$ cat src/design/rsa_pkg.sv
// rsa_pkg: constants, parse phase type and pipeline payload structs for the
// range sensor average unit. No dependencies.
`default_nettype none

package rsa_pkg;

  localparam int RING_DEPTH = 16;
  localparam int LINE_LIMIT = 11;
  localparam int SLOT_W     = $clog2(RING_DEPTH);
  localparam int TOTAL_W    = 32 + SLOT_W;
  localparam int COUNT_W    = $clog2(LINE_LIMIT + 1);

  localparam logic [7:0] CHAR_CR    = 8'd13;
  localparam logic [7:0] CHAR_TAB   = 8'd9;
  localparam logic [7:0] CHAR_FF    = 8'd12;
  localparam logic [7:0] CHAR_SPACE = 8'd32;
  localparam logic [7:0] CHAR_PLUS  = 8'd43;
  localparam logic [7:0] CHAR_MINUS = 8'd45;
  localparam logic [7:0] CHAR_ZERO  = 8'd48;
  localparam logic [7:0] CHAR_NINE  = 8'd57;

  // pulse scaling: width * 1715 / 10000, the divide done as a reciprocal multiply
  localparam int               PROD_W      = 28;
  localparam int               RECIP_W     = 28;
  localparam int               FULL_W      = PROD_W + RECIP_W;
  localparam int               RECIP_SHIFT = 41;
  localparam logic [PROD_W-1:0]  PULSE_MUL   = 28'd1715;
  localparam logic [RECIP_W-1:0] PULSE_RECIP = 28'd219902326;

  typedef enum logic [1:0] {
    PH_BLANK,
    PH_DIGITS,
    PH_DONE
  } rsa_phase_t;

  typedef struct packed {
    logic        store;
    logic        pulse;
    logic [31:0] value;
  } rsa_raw_t;

  typedef struct packed {
    logic        store;
    logic [31:0] sample;
  } rsa_sample_t;

endpackage

`default_nettype wire

$ cat src/design/rsa_if.sv
// rsa_if: valid/ready channel interfaces for the input beat and the result beat.
// No dependencies.
`default_nettype none

interface rsa_in_if;
  logic        valid;
  logic        ready;
  logic [7:0]  rx_byte;
  logic [16:0] pulse_us;

  modport source (output valid, output rx_byte, output pulse_us, input ready);
  modport sink (input valid, input rx_byte, input pulse_us, output ready);
endinterface

interface rsa_out_if;
  logic               valid;
  logic               ready;
  logic signed [31:0] distance;
  logic               sample_stored;

  modport source (output valid, output distance, output sample_stored, input ready);
  modport sink (input valid, input distance, input sample_stored, output ready);
endinterface

`default_nettype wire

$ cat src/design/range_sensor_average_unit.sv
// range_sensor_average_unit: top level of the range sensor front end.
// Depends on rsa_pkg, rsa_if, rsa_parser, rsa_scaler and rsa_ring.
//
// Takes one input beat per cycle while the result side is not stalled and
// returns one result beat per input beat, in order. The pipeline has four
// stages: byte parse or pulse multiply by 1715, reciprocal multiply for the
// divide by 10000, ring memory read, and running total update into the result
// register. source_mode selects serial ASCII bytes (0) or echo pulse widths (1);
// the user must write it only while no beat is in flight, and the block does not
// enforce this. The 16-entry ring reads as zero after reset through per-entry
// valid flags, so there is no clearing pass and the first beat is taken at once.
`default_nettype none

module range_sensor_average_unit (
  input  wire logic clk,
  input  wire logic rst,
  rsa_in_if.sink    item,
  rsa_out_if.source result,
  input  wire logic cfg_we,
  input  wire logic cfg_wdata
);
  import rsa_pkg::*;

  logic        source_mode;
  logic        raw_valid;
  logic        raw_ready;
  rsa_raw_t    raw;
  logic        samp_valid;
  logic        samp_ready;
  rsa_sample_t samp;

  always_ff @(posedge clk) begin
    if (rst) begin
      source_mode <= 1'b0;
    end else if (cfg_we) begin
      source_mode <= cfg_wdata;
    end
  end

  rsa_parser u_parser (
    .clk         (clk),
    .rst         (rst),
    .source_mode (source_mode),
    .item        (item),
    .raw_valid   (raw_valid),
    .raw         (raw),
    .raw_ready   (raw_ready)
  );

  rsa_scaler u_scaler (
    .clk        (clk),
    .rst        (rst),
    .raw_valid  (raw_valid),
    .raw        (raw),
    .raw_ready  (raw_ready),
    .samp_valid (samp_valid),
    .samp       (samp),
    .samp_ready (samp_ready)
  );

  rsa_ring u_ring (
    .clk        (clk),
    .rst        (rst),
    .samp_valid (samp_valid),
    .samp       (samp),
    .samp_ready (samp_ready),
    .result     (result)
  );

endmodule

`default_nettype wire

$ cat src/design/rsa_parser.sv
// rsa_parser: ascii decimal line parser and pulse pre-multiply, first pipeline stage.
// Depends on rsa_pkg and rsa_in_if.
`default_nettype none

module rsa_parser (
  input  wire logic       clk,
  input  wire logic       rst,
  input  wire logic       source_mode,
  rsa_in_if.sink          item,
  output logic            raw_valid,
  output rsa_pkg::rsa_raw_t raw,
  input  wire logic       raw_ready
);
  import rsa_pkg::*;

  rsa_phase_t         phase;
  rsa_phase_t         phase_next;
  logic [31:0]        value;
  logic [31:0]        value_next;
  logic               negative;
  logic               negative_next;
  logic [COUNT_W-1:0] count;
  logic [COUNT_W-1:0] count_next;
  logic [COUNT_W-1:0] count_inc;
  rsa_raw_t           raw_next;
  logic [PROD_W-1:0]  pulse_prod;
  logic [31:0]        digit_val;
  logic               accept;
  logic               is_cr;
  logic               is_digit;
  logic               is_blank;
  logic               is_sign;
  logic               line_full;

  assign item.ready = !raw_valid || raw_ready;
  assign accept     = item.valid && item.ready;

  assign is_cr     = item.rx_byte == CHAR_CR;
  assign is_digit  = item.rx_byte >= CHAR_ZERO && item.rx_byte <= CHAR_NINE;
  assign is_blank  = item.rx_byte == CHAR_SPACE ||
                     (item.rx_byte >= CHAR_TAB && item.rx_byte <= CHAR_FF);
  assign is_sign   = item.rx_byte == CHAR_PLUS || item.rx_byte == CHAR_MINUS;
  assign digit_val = {24'd0, item.rx_byte - CHAR_ZERO};
  assign count_inc = count + 1'b1;
  assign line_full = count_inc == COUNT_W'(LINE_LIMIT);

  assign pulse_prod = PROD_W'(item.pulse_us) * PULSE_MUL;

  always_comb begin
    phase_next = phase;
    if (!source_mode) begin
      if (is_cr || line_full) begin
        phase_next = PH_BLANK;
      end else begin
        unique case (phase)
          PH_BLANK: begin
            if (is_sign || is_digit) begin
              phase_next = PH_DIGITS;
            end else if (!is_blank) begin
              phase_next = PH_DONE;
            end
          end
          PH_DIGITS: begin
            if (!is_digit) begin
              phase_next = PH_DONE;
            end
          end
          PH_DONE: phase_next = PH_DONE;
          default: phase_next = PH_BLANK;
        endcase
      end
    end
  end

  always_comb begin
    value_next    = value;
    negative_next = negative;
    count_next    = count;
    raw_next.pulse = source_mode;
    raw_next.store = source_mode || is_cr;
    raw_next.value = source_mode ? {{(32 - PROD_W){1'b0}}, pulse_prod} :
                     (negative ? 32'd0 - value : value);
    if (!source_mode) begin
      if (is_cr || line_full) begin
        value_next    = '0;
        negative_next = 1'b0;
        count_next    = '0;
      end else begin
        count_next = count_inc;
        unique case (phase)
          PH_BLANK: begin
            if (is_sign) begin
              negative_next = item.rx_byte == CHAR_MINUS;
            end else if (is_digit) begin
              value_next = digit_val;
            end
          end
          PH_DIGITS: begin
            if (is_digit) begin
              value_next = (value << 3) + (value << 1) + digit_val;
            end
          end
          default: ;
        endcase
      end
    end
  end

  always_ff @(posedge clk) begin
    if (rst) begin
      phase     <= PH_BLANK;
      value     <= '0;
      negative  <= 1'b0;
      count     <= '0;
      raw_valid <= 1'b0;
    end else begin
      if (accept) begin
        phase    <= phase_next;
        value    <= value_next;
        negative <= negative_next;
        count    <= count_next;
        raw_valid <= 1'b1;
      end else if (raw_ready) begin
        raw_valid <= 1'b0;
      end
    end
  end

  always_ff @(posedge clk) begin
    if (accept) begin
      raw <= raw_next;
    end
  end

endmodule

`default_nettype wire

$ cat src/design/rsa_scaler.sv
// rsa_scaler: reciprocal multiply that finishes the pulse divide by 10000.
// Depends on rsa_pkg.
`default_nettype none

module rsa_scaler (
  input  wire logic          clk,
  input  wire logic          rst,
  input  wire logic          raw_valid,
  input  rsa_pkg::rsa_raw_t  raw,
  output logic               raw_ready,
  output logic               samp_valid,
  output rsa_pkg::rsa_sample_t samp,
  input  wire logic          samp_ready
);
  import rsa_pkg::*;

  logic [FULL_W-1:0] full_prod;
  logic              load;

  assign raw_ready = !samp_valid || samp_ready;
  assign load      = raw_valid && raw_ready;
  assign full_prod = FULL_W'(raw.value[PROD_W-1:0]) * FULL_W'(PULSE_RECIP);

  always_ff @(posedge clk) begin
    if (rst) begin
      samp_valid <= 1'b0;
    end else begin
      if (load) begin
        samp_valid <= 1'b1;
      end else if (samp_ready) begin
        samp_valid <= 1'b0;
      end
    end
  end

  always_ff @(posedge clk) begin
    if (load) begin
      samp.store  <= raw.store;
      samp.sample <= raw.pulse ? 32'(full_prod >> RECIP_SHIFT) : raw.value;
    end
  end

endmodule

`default_nettype wire

$ cat src/design/rsa_ring.sv
// rsa_ring: sample ring memory, running total and result register.
// Depends on rsa_pkg and rsa_out_if.
`default_nettype none

module rsa_ring (
  input  wire logic            clk,
  input  wire logic            rst,
  input  wire logic            samp_valid,
  input  rsa_pkg::rsa_sample_t samp,
  output logic                 samp_ready,
  rsa_out_if.source            result
);
  import rsa_pkg::*;

  logic [31:0]         ring_mem [RING_DEPTH];
  logic [RING_DEPTH-1:0] ring_vld;
  logic [31:0]         rd_data;
  logic                rd_vld;
  logic [SLOT_W-1:0]   slot;
  logic [SLOT_W-1:0]   slot_inc;
  logic [SLOT_W-1:0]   rd_addr;
  logic                s3_valid;
  logic                s3_store;
  logic [31:0]         s3_sample;
  logic [TOTAL_W-1:0]  total;
  logic [TOTAL_W-1:0]  total_next;
  logic [TOTAL_W-1:0]  out_total;
  logic [TOTAL_W-1:0]  rounded;
  logic [31:0]         old_val;
  logic                s3_ready;
  logic                s3_fire;
  logic                s3_load;
  logic                wr_en;

  assign s3_ready   = !s3_valid || !result.valid || result.ready;
  assign s3_fire    = s3_valid && (!result.valid || result.ready);
  assign s3_load    = samp_valid && s3_ready;
  assign samp_ready = s3_ready;
  assign wr_en      = s3_fire && s3_store;

  assign slot_inc = (slot == SLOT_W'(RING_DEPTH - 1)) ? '0 : slot + 1'b1;
  // the beat leaving stage three moves the slot on as the next one reads
  assign rd_addr  = wr_en ? slot_inc : slot;

  assign old_val    = rd_vld ? rd_data : '0;
  assign total_next = total - {{(TOTAL_W - 32){old_val[31]}}, old_val}
                            + {{(TOTAL_W - 32){s3_sample[31]}}, s3_sample};

  always_ff @(posedge clk) begin
    if (wr_en) begin
      ring_mem[slot] <= s3_sample;
    end
    if (s3_load) begin
      rd_data <= ring_mem[rd_addr];
    end
  end

  always_ff @(posedge clk) begin
    if (rst) begin
      ring_vld     <= '0;
      rd_vld       <= 1'b0;
      slot         <= '0;
      total        <= '0;
      s3_valid     <= 1'b0;
      result.valid <= 1'b0;
    end else begin
      if (s3_load) begin
        rd_vld <= ring_vld[rd_addr];
      end
      if (wr_en) begin
        ring_vld[slot] <= 1'b1;
        slot           <= slot_inc;
        total          <= total_next;
      end
      if (s3_load) begin
        s3_valid <= 1'b1;
      end else if (s3_fire) begin
        s3_valid <= 1'b0;
      end
      if (s3_fire) begin
        result.valid <= 1'b1;
      end else if (result.ready) begin
        result.valid <= 1'b0;
      end
    end
  end

  always_ff @(posedge clk) begin
    if (s3_load) begin
      s3_store  <= samp.store;
      s3_sample <= samp.sample;
    end
    if (s3_fire) begin
      result.sample_stored <= s3_store;
      out_total            <= s3_store ? total_next : total;
    end
  end

  // divide by the depth, truncated toward zero
  assign rounded = out_total + (out_total[TOTAL_W-1] ? TOTAL_W'(RING_DEPTH - 1) : '0);
  assign result.distance = rounded[TOTAL_W-1:SLOT_W];

endmodule

`default_nettype wire

$ cat src/flat_wrapper.sv
// flat-port wrapper written by rule: the top's interface ports become plain ports
module range_sensor_average_unit_flat import rsa_pkg::*;
  (clk, rst, cfg_we, cfg_wdata, item_valid, item_rx_byte, item_pulse_us, item_ready, result_valid, result_distance, result_sample_stored, result_ready);
  rsa_in_if item_i ();
  rsa_out_if result_i ();
  input  wire logic clk;
  input  wire logic rst;
  input  wire logic cfg_we;
  input  wire logic cfg_wdata;
  input wire logic [$bits(item_i.valid)-1:0] item_valid;
  input wire logic [$bits(item_i.rx_byte)-1:0] item_rx_byte;
  input wire logic [$bits(item_i.pulse_us)-1:0] item_pulse_us;
  output wire logic [$bits(item_i.ready)-1:0] item_ready;
  output wire logic [$bits(result_i.valid)-1:0] result_valid;
  output wire logic [$bits(result_i.distance)-1:0] result_distance;
  output wire logic [$bits(result_i.sample_stored)-1:0] result_sample_stored;
  input wire logic [$bits(result_i.ready)-1:0] result_ready;
  assign item_i.valid = item_valid;
  assign item_i.rx_byte = item_rx_byte;
  assign item_i.pulse_us = item_pulse_us;
  assign item_ready = item_i.ready;
  assign result_valid = result_i.valid;
  assign result_distance = result_i.distance;
  assign result_sample_stored = result_i.sample_stored;
  assign result_i.ready = result_ready;
  range_sensor_average_unit u_core (.clk(clk), .rst(rst), .item(item_i), .result(result_i), .cfg_we(cfg_we), .cfg_wdata(cfg_wdata));
endmodule
$ cat config.mk
export PLATFORM = sky130hd
export DESIGN_NAME = range_sensor_average_unit_flat
export DESIGN_NICKNAME = d
export VERILOG_FILES = /design/src/design/rsa_pkg.sv /design/src/design/rsa_if.sv /design/src/design/range_sensor_average_unit.sv /design/src/design/rsa_parser.sv /design/src/design/rsa_scaler.sv /design/src/design/rsa_ring.sv /design/src/flat_wrapper.sv
export SDC_FILE = /design/constraint.sdc
export NUM_CORES = 2
export LEC_CHECK = 0
export BUFFER_PORTS_ARGS = -buffer_cell sky130_fd_sc_hd__buf_2
export CAP_MARGIN = 20
export CORE_MARGIN = 4
export CORE_UTILIZATION = 39
export DETAILED_ROUTE_END_ITERATION = 16
export HOLD_SLACK_MARGIN = 0.12
export PLACE_DENSITY = 0.58
export SYNTH_ARGS = -nofsm -noshare
export SYNTH_HDL_FRONTEND = slang
export SYNTH_SLANG_ARGS = --single-unit
$ cat constraint.sdc
create_clock -name clk -period 8.8 [get_ports clk]
set_input_delay 0.44 -clock clk [delete_from_list [all_inputs] [get_ports clk]]
set_output_delay 0.44 -clock clk [all_outputs]
set_load 0.03 [all_outputs]
==> flow_summary.json <==
{
  "outcome": "finished clean",
  "vias": 32100,
  "crit_top_cell": "fa_1",
  "drv_cap": 0,
  "crit_chain": "ha_1, xor2_1, ha_1, inv_1, fa_1, inv_1, fa_1, fa_1, fa_1, inv_1, fa_1, inv_1, ha_1, a21o_1, a211o_1, a211oi_1, a31oi_1, o2111ai_1, o221a_2, o21ai_1, xor2_1, mux2_2",
  "synth_ff_type": "edfxtp_1",
  "drt_first_pass_iters": 5,
  "num_rows": 135,
  "syn_to_final_growth_pct": 10.4,
  "drc": 0,
  "mostFrequentLayoutCell": "inv_1",
  "post-place-ws_ps": 1300,
  "hold_class": "in -> reg",
  "antenna_cells": 0,
  "finalWeightedCongestion": 0.923,
  "cp_data_required_time_ps": 9180,
  "yosysSeqAreaShare_pct": 42.4,
  "clock_skew_ps": 30.2,
  "crit_family": "adder cells",
  "grt_usage_pct": 19.1,
  "grt_pass1_wl_um": 207000,
  "critPathMaxStageDelay_ps": 630,
  "hpwl_um": 97200,
  "cpMaxStageDelayCell": "edfxtp_1",
  "clk_latency_ps": 660,
  "grt_max_degree": 93,
  "clock-root-buffer": "clkbuf_16",
  "grt_setup_unrepaired": "false",
  "clock-sinks": 782,
  "hold_viol_final": 0,
  "core_mm2": 0.135,
  "syn_inst": 4297,
  "syn_area_mm2": 0.0530,
  "yosysWarnings": 0,
  "wl_um": 134000,
  "die-area_mm2": 0.142,
  "die_y_um": 377,
  "synth-edff-count": 681,
  "critPathCaptureType": "flop",
  "htree_num_levels": 3,
  "mostFrequentLayoutCells": "inv_1, edfxtp_1, ha_1",
  "io_pins": 66,
  "overflow": 0,
  "tns_ps": 0,
  "postSynthAreaPerCell_um2": 12.3,
  "slew_headroom_pct": 32.9,
  "max_freq_ghz": 0.132,
  "die_x_um": 377,
  "min_period_ps": 7570,
  "crit_buf_inv": 4,
  "detail_route.wl_per_cell_um": 21.4,
  "cts_inserted_buffers": 86,
  "grt_pass1_vias": 33500,
  "syn-num-nets": 5249,
  "clockBufferDepth": 3,
  "fin_nets": 5327,
  "path_class": "reg -> reg",
  "clkTransAtPathRegs_ps": 60,
  "finalMaxSlewViolations": 0,
  "tightest_slew_ps": 1010,
  "ys_seq_elements": 782,
  "arrival_ps": 7960,
  "routed_via_density": 5.15,
  "fin_crit_sh_pct": 86.0,
  "setup_viol": 0,
  "fin_util_pct": 43.3,
  "ant_nets": 0,
  "yosysUniqueCellTypes": 81,
  "startpoint_type": "flop",
  "numPortBuffers": 65,
  "worstPathMaxFanout": 10,
  "drive_gt1_share_pct": 9.71,
  "cts_tree": "yes",
  "cts_setup_buffers": 0,
  "synthArstFlopShare_pct": 0,
  "grt_antenna_before_repair": 0,
  "drtIter0Drc": 2018,
  "initial_utilization_pct": 39.2,
  "setup_slack_ps": 1230
}
==> final timing paths <==
kind / cells after the start / slack (ps) / endpoint / start
worst min register to register: 0 / 400 / u_core.u_ring.s3_sample[0] / u_core.u_scaler.samp[0]
worst max-delay path: 22 / 1230 / u_core.u_scaler.samp[9] / u_core.u_parser.raw[3]
worst min-delay path: 2 / 250 / u_core.u_ring.total[30] / rst
worst max register to register: 22 / 1230 / u_core.u_scaler.samp[9] / u_core.u_parser.raw[3]
==> metrics by stage <==
| stage | std cells | hold slack, ps | instance area (µm²) |
|---|---|---|---|
| finish | 6230 | 247 | 58500 |
| detailed placement | 6065 | 405 | 55500 |
| global placement | 6065 | 403 | 55500 |
| global route | 6230 | 231 | 58500 |
| CTS | 6230 | 203 | 58500 |
| floorplan | 4297 | 400 | 53000 |
==> flip-flops by register name (all words and copies together), names as in the netlist, 2 cells and up <==
name	cells
u_core.u_ring.slot	4
u_core.u_ring.total	36
u_core.u_parser.raw	34
u_core.u_ring.ring_vld	16
u_core.u_parser.value	32
u_core.u_ring.ring_mem	512
u_core.u_ring.out_total	36
u_core.u_ring.s3_sample	32
u_core.u_ring.rd_data	32
u_core.u_parser.count	4
u_core.u_scaler.samp	33
u_core.u_parser.phase	2
==> final cells by class <==
type | count | area, µm²
repair buffers | 109 | 691
clock buffers | 102 | 2230
multi-input cells | 2559 | 27000
well taps | 1781 | 2230
clock inverters | 60 | 739
flip-flops and latches | 782 | 22500
fillers | 12500 | 76800
inverters | 837 | 3140
==> Yosys cell counts (88+ instances only) <==
cell type / number / area, µm²
fa_1: 439 / 8790
xnor2_1: 112 / 981
edfxtp_1: 681 / 20400
o21ai_0: 99 / 495
nand2_1: 258 / 968
inv_1: 837 / 3140
dfxtp_1: 101 / 2020
a21oi_1: 159 / 796
mux4_2: 132 / 2970
and2_1: 88 / 551
nor2_1: 133 / 499
ha_1: 482 / 6030
==> layer usage <==
metal	vias to the layer above	part of all wire, %	track usage [%]
li1	15000	-	-
met3	157	4.8	2.58
met1	16200	44	26.1
met5	-	0	0
met4	0	2.4	4.54
met2	716	49	32.3
==> worst reg2reg max path, stage by stage, from the launching register on <==
cell and delay [ps]:
edfxtp_1 630, ha_1 460, xor2_1 480, ha_1 230, inv_1 50, fa_1 520, inv_1 70, fa_1 500
fa_1 530, fa_1 560, inv_1 60, fa_1 530, inv_1 40, ha_1 320, a21o_1 170, a211o_1 310
a211oi_1 210, a31oi_1 140, o2111ai_1 600, o221a_2 370, o21ai_1 110, xor2_1 160, mux2_2 270
==> logic make-up after synthesis <==
family,Yosys count,share of synthesized area [%]
AO/OA/AOI/OAI,616,7.52
flip-flops,782,42.4
AND/OR/NAND/NOR,694,6.36
buffers and inverters,956,6.83
XOR/XNOR,169,2.79
adder cells (fa/ha/maj),921,28.0
multiplexers,159,6.15
==> repair_timing <==
item / 4_1_cts / 5_1_grt
hold buffers: 3 / 0
endpoints found under the hold margin: 2 / 0
gates resized for setup: 0 / 0
Power is left out: the tool's default activity adds up to more than one toggle a clock period on the data nets, which glitch-free logic cannot reach.
